### src/pcf_pkg.sv
// Shared types, character codes and helper functions of the printf formatter.
// No dependencies; imported by the core and its checker.
package pcf_pkg;

    localparam int S_TDATA_W = 40;
    localparam int M_TDATA_W = 8;
    localparam int ARG_IN_W  = 32;

    localparam logic [7:0] CH_PCT   = 8'h25;
    localparam logic [7:0] CH_DASH  = 8'h2D;
    localparam logic [7:0] CH_ZERO  = 8'h30;
    localparam logic [7:0] CH_NINE  = 8'h39;
    localparam logic [7:0] CH_SPACE = 8'h20;
    localparam logic [7:0] CH_LA    = 8'h61;
    localparam logic [7:0] CH_LD    = 8'h64;
    localparam logic [7:0] CH_LP    = 8'h70;
    localparam logic [7:0] CH_LU    = 8'h75;
    localparam logic [7:0] CH_LX    = 8'h78;
    localparam logic [7:0] CH_NUL   = 8'h00;

    typedef enum logic [1:0] {
        PM_TEXT,
        PM_PCT,
        PM_DASH,
        PM_WIDTH
    } parse_mode_t;

    typedef enum logic [2:0] {
        ST_IDLE,
        ST_SHIFT,
        ST_NORM,
        ST_PADL,
        ST_PREFIX,
        ST_DIGITS,
        ST_PADR
    } eng_state_t;

    typedef enum logic [1:0] {
        PRE_NONE,
        PRE_MINUS,
        PRE_HEX
    } prefix_t;

    // One digit (0..15) to its lower-case ASCII character.
    function automatic logic [7:0] digit_char(input logic [3:0] d);
        if (d < 4'd10)
            return CH_ZERO + {4'd0, d};
        else
            return CH_LA + {4'd0, d} - 8'd10;
    endfunction

    // Double-dabble correction of one BCD digit before a left shift.
    function automatic logic [3:0] dabble(input logic [3:0] d);
        if (d >= 4'd5)
            return d + 4'd3;
        else
            return d;
    endfunction

endpackage

### src/printf_conversion_formatter_core.sv
// printf-style integer format engine: parses format characters and emits text.
// Depends on pcf_pkg (types, character codes, digit helpers).
//
// Usage:
//  - Input stream (s_axis_*): one request per format character, with its
//    argument word. tdata = {arg_value[31:0], fmt_char[7:0]}.
//  - Output stream (m_axis_*): one request per emitted character; tlast marks
//    the final character caused by one input request, tuser flags an
//    unsupported conversion letter (then tdata is zero).
//  - Literal text and the error result: output in the cycle after accept.
//    Flag and width characters: accepted with no output.
//  - Conversion d/u/x/p: bit-serial shifting of all ARG_BITS argument bits
//    through the digit register (double dabble for decimal), stripping of up
//    to NDIG-1 leading zero digits, then one character per cycle while the
//    receiver keeps taking them.
//  - Input is taken only while the engine is idle and the output register
//    is free or being drained.
//  - Reset returns to plain text mode with flags and width cleared.
//  - A stalled receiver holds the output register; emission pauses until it
//    is taken, nothing is dropped.
module printf_conversion_formatter_core
    import pcf_pkg::*;
#(
    parameter int ARG_BITS  = 32,
    parameter int MAX_WIDTH = 64
)
(
    input  logic                 clk,
    input  logic                 rst_n,
    input  logic                 s_axis_tvalid,
    output logic                 s_axis_tready,
    input  logic [S_TDATA_W-1:0] s_axis_tdata,   // [7:0] fmt_char, [39:8] arg_value
    output logic                 m_axis_tvalid,
    input  logic                 m_axis_tready,
    output logic [M_TDATA_W-1:0] m_axis_tdata,   // [7:0] out_char
    output logic                 m_axis_tlast,
    output logic [0:0]           m_axis_tuser    // [0] bad_spec
);

    // Widest argument seen inside the core, after zero-extending the port.
    localparam int AW      = (ARG_BITS > ARG_IN_W) ? ARG_BITS : ARG_IN_W;
    // Decimal digits of ARG_BITS bits: floor(bits * log10(2)) + 1.
    localparam int NDIG    = ((ARG_BITS * 1233) >> 12) + 1;
    localparam int NB      = NDIG * 4;
    localparam int NDW     = $clog2(NDIG + 1);
    localparam int CNTW    = $clog2(ARG_BITS);
    localparam int WB      = $clog2(MAX_WIDTH + 1);
    localparam int CW      = ((WB > NDW) ? WB : NDW) + 1;

    eng_state_t            state_reg,   state_next;
    parse_mode_t           mode_reg,    mode_next;
    logic                  zero_reg,    zero_next;
    logic                  left_reg,    left_next;
    logic [WB-1:0]         width_reg,   width_next;
    logic [WB-1:0]         pad_reg,     pad_next;
    logic [ARG_BITS-1:0]   mag_reg,     mag_next;
    logic [NB-1:0]         bcd_reg,     bcd_next;
    logic [CNTW-1:0]       cnt_reg,     cnt_next;
    logic [NDW-1:0]        ndig_reg,    ndig_next;
    prefix_t               pre_reg,     pre_next;
    logic [1:0]            pre_cnt_reg, pre_cnt_next;
    logic                  hex_reg,     hex_next;
    logic                  m_valid_reg, m_valid_next;
    logic [7:0]            char_reg,    char_next;
    logic                  last_reg,    last_next;
    logic                  bad_reg,     bad_next;

    logic [7:0]            c;
    logic [AW-1:0]         arg_wide;
    logic [ARG_BITS-1:0]   v;
    logic [ARG_BITS-1:0]   neg_v;
    logic                  slot_free;
    logic                  s_fire;
    logic [WB+3:0]         wx;
    logic [WB+3:0]         wsum;
    logic [WB-1:0]         width_sat;
    logic [NB-1:0]         bcd_adj;
    logic [3:0]            top_digit;
    logic [CW-1:0]         blen;
    logic [CW-1:0]         wext;
    logic [WB-1:0]         pad_calc;
    logic [7:0]            pad_char;

    assign c         = s_axis_tdata[7:0];
    assign arg_wide  = AW'(s_axis_tdata[S_TDATA_W-1:8]);
    assign v         = arg_wide[ARG_BITS-1:0];
    assign neg_v     = ~v + ARG_BITS'(1);
    assign slot_free = !m_valid_reg || m_axis_tready;
    assign s_axis_tready = (state_reg == ST_IDLE) && slot_free;
    assign s_fire    = s_axis_tvalid && s_axis_tready;

    // Width accumulation: width * 10 + digit, saturated.
    assign wx        = (WB + 4)'(width_reg);
    assign wsum      = (wx << 3) + (wx << 1) + (WB + 4)'(c[3:0]);
    assign width_sat = (wsum > (WB + 4)'(MAX_WIDTH)) ? WB'(MAX_WIDTH) : wsum[WB-1:0];

    // Digit-wise correction; hex passes the binary through untouched.
    always_comb
    begin
        for (int i = 0; i < NDIG; i++)
        begin
            bcd_adj[i*4 +: 4] = hex_reg ? bcd_reg[i*4 +: 4] : dabble(bcd_reg[i*4 +: 4]);
        end
    end

    assign top_digit = bcd_reg[NB-1 -: 4];
    assign blen      = CW'(ndig_reg) + CW'(pre_cnt_reg);
    assign wext      = CW'(width_reg);
    assign pad_calc  = (wext > blen) ? WB'(wext - blen) : '0;
    assign pad_char  = zero_reg ? CH_ZERO : CH_SPACE;

    always_comb
    begin
        state_next   = state_reg;
        mode_next    = mode_reg;
        zero_next    = zero_reg;
        left_next    = left_reg;
        width_next   = width_reg;
        pad_next     = pad_reg;
        mag_next     = mag_reg;
        bcd_next     = bcd_reg;
        cnt_next     = cnt_reg;
        ndig_next    = ndig_reg;
        pre_next     = pre_reg;
        pre_cnt_next = pre_cnt_reg;
        hex_next     = hex_reg;
        m_valid_next = m_valid_reg && !m_axis_tready;
        char_next    = char_reg;
        last_next    = last_reg;
        bad_next     = bad_reg;

        case (state_reg)
            ST_IDLE:
            begin
                if (s_fire)
                begin
                    if (mode_reg == PM_TEXT)
                    begin
                        if (c == CH_PCT)
                        begin
                            mode_next  = PM_PCT;
                            zero_next  = 1'b0;
                            left_next  = 1'b0;
                            width_next = '0;
                        end
                        else
                        begin
                            // Echo the literal.
                            m_valid_next = 1'b1;
                            char_next    = c;
                            last_next    = 1'b1;
                            bad_next     = 1'b0;
                        end
                    end
                    else if ((mode_reg == PM_PCT || mode_reg == PM_DASH) && c == CH_ZERO)
                    begin
                        zero_next = 1'b1;
                        mode_next = PM_WIDTH;
                    end
                    else if (mode_reg == PM_PCT && c == CH_DASH)
                    begin
                        left_next = 1'b1;
                        mode_next = PM_DASH;
                    end
                    else if (c inside {[CH_ZERO:CH_NINE]})
                    begin
                        width_next = width_sat;
                        mode_next  = PM_WIDTH;
                    end
                    else if (c inside {CH_LD, CH_LU, CH_LX, CH_LP})
                    begin
                        // Start a conversion: load the magnitude, clear the digits.
                        mode_next = PM_TEXT;
                        hex_next  = (c == CH_LX) || (c == CH_LP);
                        bcd_next  = '0;
                        cnt_next  = CNTW'(ARG_BITS - 1);
                        state_next = ST_SHIFT;
                        if (c == CH_LD && v[ARG_BITS-1])
                        begin
                            mag_next     = neg_v;
                            pre_next     = PRE_MINUS;
                            pre_cnt_next = 2'd1;
                        end
                        else if (c == CH_LP)
                        begin
                            mag_next     = v;
                            pre_next     = PRE_HEX;
                            pre_cnt_next = 2'd2;
                        end
                        else
                        begin
                            mag_next     = v;
                            pre_next     = PRE_NONE;
                            pre_cnt_next = 2'd0;
                        end
                    end
                    else
                    begin
                        // Unknown conversion: one error result, drop the spec.
                        m_valid_next = 1'b1;
                        char_next    = CH_NUL;
                        last_next    = 1'b1;
                        bad_next     = 1'b1;
                        mode_next    = PM_TEXT;
                        zero_next    = 1'b0;
                        left_next    = 1'b0;
                        width_next   = '0;
                    end
                end
            end

            ST_SHIFT:
            begin
                // One argument bit per cycle into the digit register.
                bcd_next = {bcd_adj[NB-2:0], mag_reg[ARG_BITS-1]};
                mag_next = mag_reg << 1;
                cnt_next = cnt_reg - CNTW'(1);
                if (cnt_reg == '0)
                begin
                    ndig_next  = NDW'(NDIG);
                    state_next = ST_NORM;
                end
            end

            ST_NORM:
            begin
                // Strip leading zero digits, keeping at least one.
                if (top_digit == 4'd0 && ndig_reg > NDW'(1))
                begin
                    bcd_next  = bcd_reg << 4;
                    ndig_next = ndig_reg - NDW'(1);
                end
                else
                begin
                    pad_next = pad_calc;
                    if (!left_reg && pad_calc != '0)
                        state_next = ST_PADL;
                    else if (pre_cnt_reg != 2'd0)
                        state_next = ST_PREFIX;
                    else
                        state_next = ST_DIGITS;
                end
            end

            ST_PADL:
            begin
                if (slot_free)
                begin
                    m_valid_next = 1'b1;
                    char_next    = pad_char;
                    last_next    = 1'b0;
                    bad_next     = 1'b0;
                    pad_next     = pad_reg - WB'(1);
                    if (pad_reg == WB'(1))
                        state_next = (pre_cnt_reg != 2'd0) ? ST_PREFIX : ST_DIGITS;
                end
            end

            ST_PREFIX:
            begin
                if (slot_free)
                begin
                    m_valid_next = 1'b1;
                    last_next    = 1'b0;
                    bad_next     = 1'b0;
                    if (pre_reg == PRE_MINUS)
                        char_next = CH_DASH;
                    else if (pre_cnt_reg == 2'd2)
                        char_next = CH_ZERO;
                    else
                        char_next = CH_LX;
                    pre_cnt_next = pre_cnt_reg - 2'd1;
                    if (pre_cnt_reg == 2'd1)
                        state_next = ST_DIGITS;
                end
            end

            ST_DIGITS:
            begin
                if (slot_free)
                begin
                    m_valid_next = 1'b1;
                    char_next    = digit_char(top_digit);
                    bad_next     = 1'b0;
                    last_next    = (ndig_reg == NDW'(1)) && !(left_reg && pad_reg != '0);
                    bcd_next     = bcd_reg << 4;
                    ndig_next    = ndig_reg - NDW'(1);
                    if (ndig_reg == NDW'(1))
                    begin
                        if (left_reg && pad_reg != '0)
                            state_next = ST_PADR;
                        else
                        begin
                            state_next = ST_IDLE;
                            zero_next  = 1'b0;
                            left_next  = 1'b0;
                            width_next = '0;
                        end
                    end
                end
            end

            ST_PADR:
            begin
                if (slot_free)
                begin
                    m_valid_next = 1'b1;
                    char_next    = pad_char;
                    bad_next     = 1'b0;
                    last_next    = (pad_reg == WB'(1));
                    pad_next     = pad_reg - WB'(1);
                    if (pad_reg == WB'(1))
                    begin
                        state_next = ST_IDLE;
                        zero_next  = 1'b0;
                        left_next  = 1'b0;
                        width_next = '0;
                    end
                end
            end

            default:
            begin
                state_next = ST_IDLE;
            end
        endcase
    end

    // Control state.
    always_ff @(posedge clk or negedge rst_n)
    begin
        if (!rst_n)
        begin
            state_reg   <= ST_IDLE;
            mode_reg    <= PM_TEXT;
            zero_reg    <= 1'b0;
            left_reg    <= 1'b0;
            width_reg   <= '0;
            m_valid_reg <= 1'b0;
        end
        else
        begin
            state_reg   <= state_next;
            mode_reg    <= mode_next;
            zero_reg    <= zero_next;
            left_reg    <= left_next;
            width_reg   <= width_next;
            m_valid_reg <= m_valid_next;
        end
    end

    // Datapath registers.
    always_ff @(posedge clk)
    begin
        pad_reg     <= pad_next;
        mag_reg     <= mag_next;
        bcd_reg     <= bcd_next;
        cnt_reg     <= cnt_next;
        ndig_reg    <= ndig_next;
        pre_reg     <= pre_next;
        pre_cnt_reg <= pre_cnt_next;
        hex_reg     <= hex_next;
        char_reg    <= char_next;
        last_reg    <= last_next;
        bad_reg     <= bad_next;
    end

    assign m_axis_tvalid = m_valid_reg;
    assign m_axis_tdata  = char_reg;
    assign m_axis_tlast  = last_reg;
    assign m_axis_tuser  = bad_reg;

endmodule

### config.mk
export PLATFORM = sky130hd
export DESIGN_NAME = printf_conversion_formatter_core
export DESIGN_NICKNAME = d
export VERILOG_FILES = /design/src/pcf_pkg.sv /design/src/printf_conversion_formatter_core.sv
export SDC_FILE = /design/constraint.sdc
export NUM_CORES = 1
export LEC_CHECK = 0
export ABC_AREA = 1
export CORE_MARGIN = 1.5
export CORE_UTILIZATION = 25
export CTS_BUF_LIST = sky130_fd_sc_hd__clkbuf_2
export DETAILED_ROUTE_END_ITERATION = 10
export DONT_BUFFER_PORTS = 1
export RECOVER_POWER = 50
export SYNTH_ARGS = -nofsm -noshare
export SYNTH_HDL_FRONTEND = slang
export SYNTH_SLANG_ARGS = --single-unit
### constraint.sdc
create_clock -name clk -period 4.75 [get_ports clk]
set_clock_uncertainty 0.05 [all_clocks]
set_input_delay 0.95 -clock clk [delete_from_list [all_inputs] [get_ports clk]]
set_output_delay 0.95 -clock clk [all_outputs]
set_load 0.05 [all_outputs]
Yosys cells after proc, flatten, opt, wreduce, memory -nomap -nowiden --
Cells that the tools add are included.
Word-level totals: output and inout port bits 12, word-level logic and storage cells 324, input port bits 44, flip-flop bits (word level) 118
Operators by class: add/sub/neg operators 22, reduce and logical (&&, ||, !) cells 52, multiplexer cells 158, equal/unequal tests 54, magnitude comparators 16, bitwise operators 5
Operator list (count):
- $mux W40 | 8
- $mux W32 | 7
- $pmux W40 S4 | 1
- $mux W7 | 18
- $mux W8 | 11
- $mux W4 | 21
- $pmux W32 S2 | 1
- $mux W3 | 20
- $ge A4 B3 Y1 const B | 10
- $mux W1 | 38
- $add A4 B2 Y4 const B | 9
- $mux W5 | 7
- $ne A2 B2 Y1 const B | 17
- $reduce_and A11 Y1 | 3
- $add A32 B1 Y32 const B | 1
- $eq A8 B7 Y1 const B | 4
- $not A32 Y32 | 1
- $pmux W8 S4 | 1
- $mux W2 | 14
- $eq A8 B6 Y1 const B | 3
- $ne A4 B4 Y1 const B | 6
- $pmux W3 S7 | 1
- $pmux W7 S3 | 1
- $reduce_and A10 Y1 | 2
- 55 further kinds | 102

Logic depth before layout (Yosys ltp) --
Gate-level depths: netlist of run 1.
depth in word-level cells 10, mapped depth 20, mapped depth without buffers 20

Least setup slack after synthesis of run 1 --
No wires, ideal clock.
kind input port to flip-flop, from input port m_axis_tready, to register cnt_reg[0] (enable), buffers on the path 0, setup slack 0.616 ns, library setup time 0.444 ns, stages on the path 8, required time 4.256 ns, arrival time 3.640 ns, path through nor2_1 nor3b_4 nand2_1 nor2_2 inv_2 o21ai_2 inv_1 a21oi_1
On the way: cells in the longest elaborated chain, start to end 5
RTL lines:
- from (decl) | RTL line printf_conversion_formatter_core.sv:34 | input logic m_axis_tready,
- $logic_or A1 B1 Y1 | RTL line printf_conversion_formatter_core.sv:88 | assign slot_free = !m_valid_reg || m_axis_tready;
- $logic_and A1 B1 Y1 | RTL line printf_conversion_formatter_core.sv:89 | assign s_axis_tready = (state_reg == ST_IDLE) && slot_free;
- $logic_and A1 B1 Y1 | RTL line printf_conversion_formatter_core.sv:90 | assign s_fire = s_axis_tvalid && s_axis_tready;
- $ne A2 B2 Y1 (no source line)
- $reduce_and A7 Y1 (no source line)
- to (signal assigned) | RTL line printf_conversion_formatter_core.sv:358 | cnt_reg <= cnt_next;
- to (decl) | RTL line printf_conversion_formatter_core.sv:58 | logic [CNTW-1:0] cnt_reg, cnt_next;
Every way passes these cells. A chain may end at the register's enable or synchronous reset.

Final worst setup path of run 1 --
from register state_reg[1], to register mag_reg[2] (enable)
On the way: cells in the longest elaborated chain, start to end 5, elaborated cells between the ends (all ways) 12, those cells by class eq/ne (7); reduce/logical (5)
RTL lines:
- from (decl) | RTL line printf_conversion_formatter_core.sv:50 | eng_state_t state_reg, state_next;
- from (signal assigned) | RTL line printf_conversion_formatter_core.sv:343 | state_reg <= state_next;
- $logic_not A3 Y1 | RTL line printf_conversion_formatter_core.sv:89, printf_conversion_formatter_core.sv:132
- $logic_and A1 B1 Y1 | RTL line printf_conversion_formatter_core.sv:89
- $logic_and A1 B1 Y1 | RTL line printf_conversion_formatter_core.sv:90
- $ne A2 B2 Y1 (no source line)
- $reduce_and A7 Y1 (no source line) *
- to (signal assigned) | RTL line printf_conversion_formatter_core.sv:356 | mag_reg <= mag_next;
- to (decl) | RTL line printf_conversion_formatter_core.sv:56 | logic [ARG_BITS-1:0] mag_reg, mag_next;
Every way passes the cells marked *; elsewhere a longest branch is shown, timed or not.

==> metrics, run 1 <==
status=finished with violations; failing checks=max-capacitance violations, max-slew violations; Ys Warns=0; First-pass DRT Iterations=6; Max clock buf depth=2; Post-CTS Setup Inserts=0; critical path class=reg -> reg; Routed Antenna Nets=0; highest metal used=met4; non-filler instance count after layout=1532; DRC violations left=0; clk root buf=clkbuf_2; hpwl dp=16.0 mm; number of synthesized flops with an enable pin=103; initial core utilization=25.5%; Rows=67; # fillers=3616; switch share=47.2%; synthesized area=0.00856 mm²; die width=188 µm; Post-Route WL=21.2 mm; Slew Limit Fails=40; Sink Count=118; Comb power frac=45.7%; Setup Viol. Count Final=0; main flop type after synthesis=edfxtp_1; crit end category=flip-flop; global-route wire length before repair=35.2 mm; R2R setup slack=960 ps; fmax=264 MHz; DIE AREA=0.0354 mm²; Via density=4.71; initial antenna violation count=1; Max-slew headroom=-17.6%; Via Count=7220; CTS Buf Count=17; finished layout cell area=0.00926 mm²; register area share after synthesis=40.5%; setup TNS=0 ps; slew of the pin with the lowest slew margin=1760 ps; share of layout cells above drive strength 1=5.45%; leakage dissipation=3.90 nW; count of input and output buffers=0; leading area contributor after synthesis=edfxtp_1; Final Hold Viols=0; Congestion Overflow GR=0; Sequential Power Share=42.6%; post-cts gate resize count=0; net switching power figure=2.60 mW; worst slack, placed=1330 ps; critical path fanouts, max=25; WL met1=9.95 mm; Final GP Congestion=0.914; routed length per placed instance=13.8 µm; routed wl met2=9.53 mm; Final Worst Setup Slack=963 ps; max_cap viols=1; CTS H-Tree Depth=4; R2R Path Start=state_reg[1]; leading cell types by count after synthesis=nand2_1 (222), inv_1 (150), nor2_1 (112); post-layout min period=3790 ps; Worst-path clk slew=200 ps; die height=188 µm; Post-synth ARST share=12.7%; Area growth syn-to-layout=8.17%; Yosys top cell area share=36.1%; IR Drop Worst-Case VDD=0.304 mV; worst skew pair latency=680 ps; path depth of the worst reg2reg path=10; placed insts=1498; final cycle utilization of the critical path=79.7%; cell count after synthesis=1069; vias in the first global route=7056; largest net degree at the start of global routing=79; syn nets=1171; required time worst endpoint=5090 ps; drt initial violations=445; GRT Overall Usage=12.3%; ranking of synthesized cells by area=edfxtp_1 (36%), nand2_1 (9.7%), ha_1 (7.9%); hold path start=s_axis_tdata[8]; Largest register FFs=40; flops & latches, synth=118; HP Class=in -> reg; library cells used by synthesis=53; FF-to-FF End=mag_reg[2]; Worst Setup Start Kind=flip-flop; RSZ-0062 raised after global routing=no; Syn Area/Cell=8.01 µm²; Ports=56; most frequent cell after synthesis=nand2_1; critical path arrival=4130 ps; met3 wire length=1.43 mm; nets@finish=1172; clock power share=11.7%; Internal Pwr Total=2.90 mW; placed cell areas=0.00908 mm²; hold endpoint=mag_reg[0]; hold_buf cts=1; power density cells=594 mW/mm²; CTS tree=built; hold path depth=2; core area=0.0336 mm²
metal layers:
metal / up-vias / track usage (%)
met4: 0 / 3.75
met1: 3363 / 16.1
li1: 3622 / -
met5: - / 0
met2: 214 / 19.6
met3: 21 / 3.35
power by group through the flow:
stage | logic (mW) | clock network, mW | registers [mW]
final | 2.52 | 0.643 | 2.34
after global routing | 2.88 | 0.713 | 2.40
after CTS | 2.55 | 0.670 | 2.35
after detailed placement | 2.54 | 0 | 2.37
after global placement | 2.50 | 0 | 2.36
after floorplan | 1.92 | 0 | 2.29
logic make-up after synthesis:
kind of cell               synth area share, %
buffers and inverters                     8.53
adders and majority gates                 8.83
AOI/OAI and AO/OA                         14.6
xor gates and xnor gates                  3.68
DFF                                       40.5
and+or+nand+nor                           23.7
muxes                                    0.117
area by class of cell:
class | instances | area [µm²] | area share (%)
Multi-Input combinational cell | 765 | 4350 | 46.9
Tap cell | 448 | 561 | 6.05
Clock inverter | 13 | 135 | 1.46
Antenna cell | 2 | 5.00 | 0.0540
Timing Repair Buffer | 9 | 60.1 | 0.648
Inverter | 159 | 597 | 6.44
Sequential cell | 118 | 3470 | 37.4
Clock buffer | 18 | 90.1 | 0.973
how the worst max path moves through the flow:
stage	end	start	depth (start not counted)	slack, ps
finish	mag_reg[2]	state_reg[1]	10	960
global route	mag_reg[1]	state_reg[1]	10	550
CTS	s_axis_tready	state_reg[1]	3	1150
detailed placement	mag_reg[5]	m_axis_tready	9	1330
global placement	mag_reg[0]	m_axis_tready	9	1400
floorplan	cnt_reg[0]	m_axis_tready	8	620
critical path: stages, from the launching register on:
cell and delay [ps]:
dfrtp_1 510, nor2_1 230, nand2_1 320, nor3b_1 700
nand2_1 130, nor2_2 210, inv_2 60, o21ai_2 140
inv_1 140, a21oi_4 690, buf_4 300
layout by cell type (no fill, tap or decap), types with 19 or more instances in the layout:
| cell type | count |
|---|---|
| edfxtp_1 | 103 |
| inv_1 | 154 |
| clkbuf_2 | 19 |
| nand2_1 | 223 |
| nor2_1 | 115 |
| a21oi_1 | 37 |
| nor3_1 | 20 |
| o22ai_1 | 20 |
| nand3_1 | 54 |
| xor2_1 | 22 |
| ha_1 | 54 |
| o21ai_0 | 91 |
stage by stage:
step                      hold slack [ps]  utilization, %  total power, mW
after floorplan                       392               -             4.21
after global placement                410            27.0             4.86
after detailed placement              417            27.0             4.91
after CTS                             281            27.7             5.57
after global routing                  282            27.5             6.00
final                                 377            27.6             5.50
No activity file was read; power rests on OpenSTA's default activity.
==> run 2: changes to the inputs <==
==> constraint.sdc (replaced) <==
create_clock -name clk -period 3.6 [get_ports clk]
set_clock_uncertainty 0.05 [all_clocks]
set_input_delay 0.72 -clock clk [delete_from_list [all_inputs] [get_ports clk]]
set_output_delay 0.72 -clock clk [all_outputs]
set_load 0.05 [all_outputs]
==> run 2 against run 1 <==
The flow still finishes with violations (max-capacitance violations, max-slew violations). Worst hold slack worse by 270 ps. Die area unchanged. Count of clock-buffer cells in the layout decreased by 1. Global-route usage decreased by 0.39 points. Cell count up 0.20%. Sequential power increased by 32%. Clock power is 60% higher.
==> metrics, run 2 (synthesis results as in run 1) <==
final cycle utilization of the critical path=90.4%; Worst-path clk slew=240 ps (+40 ps); routed length per placed instance=13.3 µm (-3.5%); critical path class=reg -> out; post-cts gate resize count=0 (unchanged); placed insts=1502 (+0.27%); fmax=307 MHz; Ports=56 (unchanged); FF-to-FF End=mag_reg[1]; path depth of the worst reg2reg path=10 (unchanged); initial antenna violation count=0 (-1); required time worst endpoint=2830 ps (-2260 ps); Via Count=7171 (-0.68%); hold path start=s_axis_tdata[8]; CTS Buf Count=17 (unchanged); RSZ-0062 raised after global routing=no; Largest register FFs=40 (unchanged); failing checks=max-capacitance violations, max-slew violations; critical path fanouts, max=5 (-80%); Final Hold Viols=0 (unchanged); Congestion Overflow GR=0 (unchanged); Routed Antenna Nets=0 (unchanged); Worst Setup Start Kind=flip-flop; DRC violations left=0 (unchanged); switch share=46.8% (-0.46 points); leakage dissipation=3.94 nW (+1.1%); hold path depth=2 (unchanged); Post-CTS Setup Inserts=0 (unchanged); Slew Limit Fails=34 (-15%); net switching power figure=3.45 mW (+33%); CTS H-Tree Depth=4 (unchanged); crit end category=output port; power consumption=7.39 mW (+34%); HP Class=in -> reg; drt initial violations=463 (+4.0%); ANT cells=0 (-2); slew of the pin with the lowest slew margin=1880 ps (+116 ps); Setup Viol. Count Final=0 (unchanged); largest net degree at the start of global routing=79 (unchanged); hold_buf cts=1 (unchanged); Post-Route Utilization=27.8% (+0.26 points); DIE AREA=0.0354 mm² (unchanged); Via density=4.67 (-0.87%); nets@finish=1176 (+0.34%); Sequential Power Share=41.9% (-0.7 points); power density cells=790 mW/mm² (+33%); non-filler instance count after layout=1535 (+0.20%); Post-Route WL=20.5 mm (-3.3%); hold endpoint=mag_reg[0]; setup TNS=0 ps (unchanged); R2R Path Start=state_reg[1]; CTS tree=built; Max-slew headroom=-25.4% (-7.8 points); status=finished with violations; Rows=67 (unchanged); Hold WS=107 ps (-270 ps); R2R setup slack=440 ps (-520 ps); initial core utilization=25.5% (unchanged); First-pass DRT Iterations=5 (-1); post-layout min period=3250 ps; count of input and output buffers=0 (unchanged); Sink Count=118 (unchanged); global-route wire length before repair=34.3 mm (-2.5%); share of layout cells above drive strength 1=6.07% (+0.62 points); worst skew pair latency=740 ps (+60 ps); Internal Pwr Total=3.93 mW (+35%); max_cap viols=1 (unchanged); IR Drop Worst-Case VDD=0.380 mV (+25%); Comb power frac=44.2% (-1.5 points); commonest non-fill, non-tap cell in the layout=nand2_1; Area growth syn-to-layout=9.19%; commonest cells after routing, fill and taps aside=nand2_1 (222), inv_1 (154), nor2_1 (114); vias in the first global route=6890 (-2.4%); hpwl dp=15.2 mm (-5.1%); critical path arrival=2480 ps (-1650 ps); clock power share=13.9% (+2.2 points); Max clock buf depth=2 (unchanged); GRT Overall Usage=11.9% (-0.39 points); clk root buf=clkbuf_2; Final GP Congestion=0.872 (-4.6%); die width=188 µm (unchanged); die height=188 µm (unchanged); core area=0.0336 mm² (unchanged)
-- run 2: cell types whose count changed in the layout (fill, tap and decap cells not counted), sizes merged --
cell,previous run,this run
inv,157,165
clkinvlp,4,3
buf,5,8
diode,2,0
clkinv,9,3
bufinv,2,3
-- run 2: how the worst max path moves through the flow --
stage,start,slack (ps),depth (start not counted),endpoint
floorplan,m_axis_tready,500,8,bcd_reg[0]
global placement,s_axis_tdata[7],570,9,mag_reg[12]
detailed placement,s_axis_tdata[7],570,9,mag_reg[12]
CTS,m_axis_tvalid,230,5,s_axis_tready
global route,m_axis_tvalid,170,5,s_axis_tready
finish,m_axis_tvalid,350,5,s_axis_tready
-- run 2: per-stage QoR --
step	setup slack, ps	cell area (µm²)
final	346	9350
after global routing	169	9350
after CTS	233	9400
after floorplan	499	8570
after detailed placement	574	9110
after global placement	571	9110
-- run 2: critical path, cell delays in order, from the launching register on --
cell,delay (ps)
dfrtp_1,730
inv_1,80
nor2_1,320
clkbuf_1,270
nor2_1,130
buf_4,210
-- run 2: area by class of cell --
type,count,area (µm²)
clock buffers,17,85.1
flip-flops and latches,118,3470
clock inverters,15,191
well taps,448,561
multi-input cells,765,4360
inverters,159,597
repair buffers,13,86.3
fillers,3637,24300
-- run 2: power by group through the flow --
stage	sequential (mW)	clock, mW	combinational (mW)
after global routing	3.17	1.11	3.74
after global placement	3.11	0	3.28
after floorplan	3.00	0	2.54
final	3.09	1.03	3.27
after detailed placement	3.13	0	3.31
after CTS	3.10	1.06	3.33
-- run 2: layer usage --
metal	global-route usage, %	share of wire [%]
met4	3.60	1.5
met2	18.5	44
met3	2.75	5.7
met1	16.3	49
met5	0	0
==> run 3: changes to the inputs <==
--- a/config.mk
+++ b/config.mk
@@ -11,6 +11,7 @@
 export CTS_BUF_LIST = sky130_fd_sc_hd__clkbuf_2
 export DETAILED_ROUTE_END_ITERATION = 10
 export DONT_BUFFER_PORTS = 1
+export GPL_ROUTABILITY_DRIVEN = 0
 export RECOVER_POWER = 50
 export SYNTH_ARGS = -nofsm -noshare
 export SYNTH_HDL_FRONTEND = slang
==> constraint.sdc (replaced) <==
create_clock -name clk -period 3.6 [get_ports clk]
set_clock_uncertainty 0.05 [all_clocks]
set_input_delay 0.72 -clock clk [delete_from_list [all_inputs] [get_ports clk]]
set_output_delay 0.72 -clock clk [all_outputs]
set_load 0.1 [all_outputs]
==> run 3 against run 2 <==
First-iteration DRC count up 4.1%. Combinational power is 3% higher. The flow now finishes without violations. Cell count shrank 0.13%.
==> metrics, run 3 (synthesis results as in run 1) <==
Max clock buf depth=2 (unchanged); Internal Pwr Total=3.99 mW (+1.5%); initial core utilization=25.5% (unchanged); global-route wire length before repair=34.4 mm (+0.18%); Routed Antenna Nets=0 (unchanged); First-pass DRT Iterations=5 (unchanged); Largest register FFs=40 (unchanged); count of input and output buffers=0 (unchanged); CTS Buf Count=17 (unchanged); required time worst endpoint=3890 ps (+1060 ps); slew of the pin with the lowest slew margin=1470 ps (-412 ps); path depth of the worst reg2reg path=10 (unchanged); Via density=4.75 (+1.6%); power density cells=820 mW/mm² (+3.8%); post-cts gate resize count=0 (unchanged); hold path depth=2 (unchanged); fmax=318 MHz (+3.4%); routed length per placed instance=13.6 µm (+1.6%); Max-slew headroom=2.09% (+27 points); Post-Route WL=20.8 mm (+1.4%); clock power share=12.9% (-1.0 points); ANT cells=0 (unchanged); CTS tree=built; setup TNS=0 ps (unchanged); CTS H-Tree Depth=4 (unchanged); DRC violations left=0 (unchanged); non-filler instance count after layout=1533 (-0.13%); Setup Viol. Count Final=0 (unchanged); Sink Count=118 (unchanged); die height=188 µm (unchanged); clk root buf=clkbuf_2; vias in the first global route=7140 (+3.6%); critical path fanouts, max=37 (+32); Post-Route Utilization=27.8% (-0.056 points); initial antenna violation count=1 (+1); final cycle utilization of the critical path=87.4% (-2.9 points); critical path class=reg -> reg; crit end category=flip-flop; die width=188 µm (unchanged); # fillers=3599 (-1.0%); leakage dissipation=3.95 nW (+0.34%); placed insts=1500 (-0.13%); switch share=47.9% (+1.1 points); Sequential Power Share=43.0% (+1.1 points); Worst-path clk slew=180 ps (-60 ps); hpwl dp=15.5 mm (+2.0%); commonest cells after routing, fill and taps aside=nand2_1 (223), inv_1 (154), nor2_1 (112); nets@finish=1174 (-0.17%); largest net degree at the start of global routing=79 (unchanged); Comb power frac=44.1% (about the same); net switching power figure=3.66 mW (+6.0%); share of layout cells above drive strength 1=6.18% (+0.10 points); max_cap viols=0 (-1); Rows=67 (unchanged); drt initial violations=482 (+4.1%); HP Class=in -> reg; IR Drop Worst-Case VDD=0.456 mV (+20%); Worst Setup Start Kind=flip-flop; worst skew pair latency=720 ps (-20 ps); commonest non-fill, non-tap cell in the layout=nand2_1; status=finished clean; Ports=56 (unchanged); Congestion Overflow GR=0 (unchanged); critical path arrival=3440 ps (+960 ps); post-layout min period=3150 ps (-106 ps); GRT Overall Usage=12.0% (+0.11 points); Area growth syn-to-layout=8.97%; Final Hold Viols=0 (unchanged); Via Count=7277 (+1.5%); RSZ-0062 raised after global routing=no; DIE AREA=0.0354 mm² (unchanged); Slew Limit Fails=0 (-100%); core area=0.0336 mm² (unchanged)
run 3: changes by cell type in the layout (fill, tap and decap cells not counted), moves of 2 or more:
| cell | before | now |
|---|---|---|
| clkbuf_1 | 3 | 1 |
| clkbuf_2 | 18 | 23 |
| clkinv_2 | 0 | 5 |
| clkinvlp_4 | 3 | 0 |
| inv_6 | 8 | 0 |
| nor2_1 | 114 | 112 |
| nor2_2 | 2 | 4 |
run 3: path summary, 6_finish.rpt:
path | from | slack, ps | endpoint
setup / recovery | state_reg[1] | 450 | mag_reg[9]
min in group asynchronous | rst_n | 440 | width_reg[0]
max in group asynchronous | rst_n | 2530 | state_reg[2]
hold / removal | s_axis_tdata[8] | 120 | mag_reg[0]
setup reg to reg | state_reg[1] | 450 | mag_reg[9]
hold reg to reg | zero_reg | 440 | zero_reg
run 3: timing repair:
item                                   CTS  global route
hold buffers                             1             0
setup buffers                            0             0
endpoints found under the hold margin   15             0
run 3: through the flow:
step | power (mW) | worst slack (ps) | instance area [µm²] | hold WS, ps
3_5_place_dp | 6.72 | 656 | 9100 | 376
2_1_floorplan | 5.81 | 337 | 8570 | 374
5_1_grt | 8.30 | 197 | 9330 | 54.9
6_report | 7.65 | 452 | 9330 | 121
4_1_cts | 7.74 | 590 | 9370 | 41.9
3_3_place_gp | 6.66 | 687 | 9100 | 375
run 3: cell type report:
cell class	count	area [µm²]	area share (%)
clock buffers	21	105	1.13
flip-flops and latches	118	3470	37.2
inverters	159	597	6.40
clock inverters	11	158	1.69
well taps	448	561	6.01
repair buffers	11	76.3	0.818
multi-input cells	765	4370	46.8
run 3: worst max-delay path: stages, from the launching register on:
cell	delay, ps
dfrtp_1	530
nor2_4	180
nand2_1	350
nor3b_4	400
nand2_1	110
nor2_2	200
inv_2	60
o21ai_2	170
inv_1	150
a21oi_4	120
buf_4	450
run 3: metal layers:
layer	part of all wire [%]	wire length, µm	vias to the layer above	track usage, %
met1	46	9560	3408	15.5
met2	45	9280	203	19.1
met5	0.058	12	-	0
met4	2.0	419	2	3.94
li1	-	-	3632	-
met3	7.2	1510	32	3.56
run 3: power groups by stage:
stage	Clock (mW)	Sequential, mW	Combinational, mW
after floorplan	0	3.25	2.56
after global placement	0	3.31	3.35
after detailed placement	0	3.32	3.40
after CTS	1.02	3.29	3.43
after global routing	1.06	3.37	3.87
final	0.986	3.29	3.38
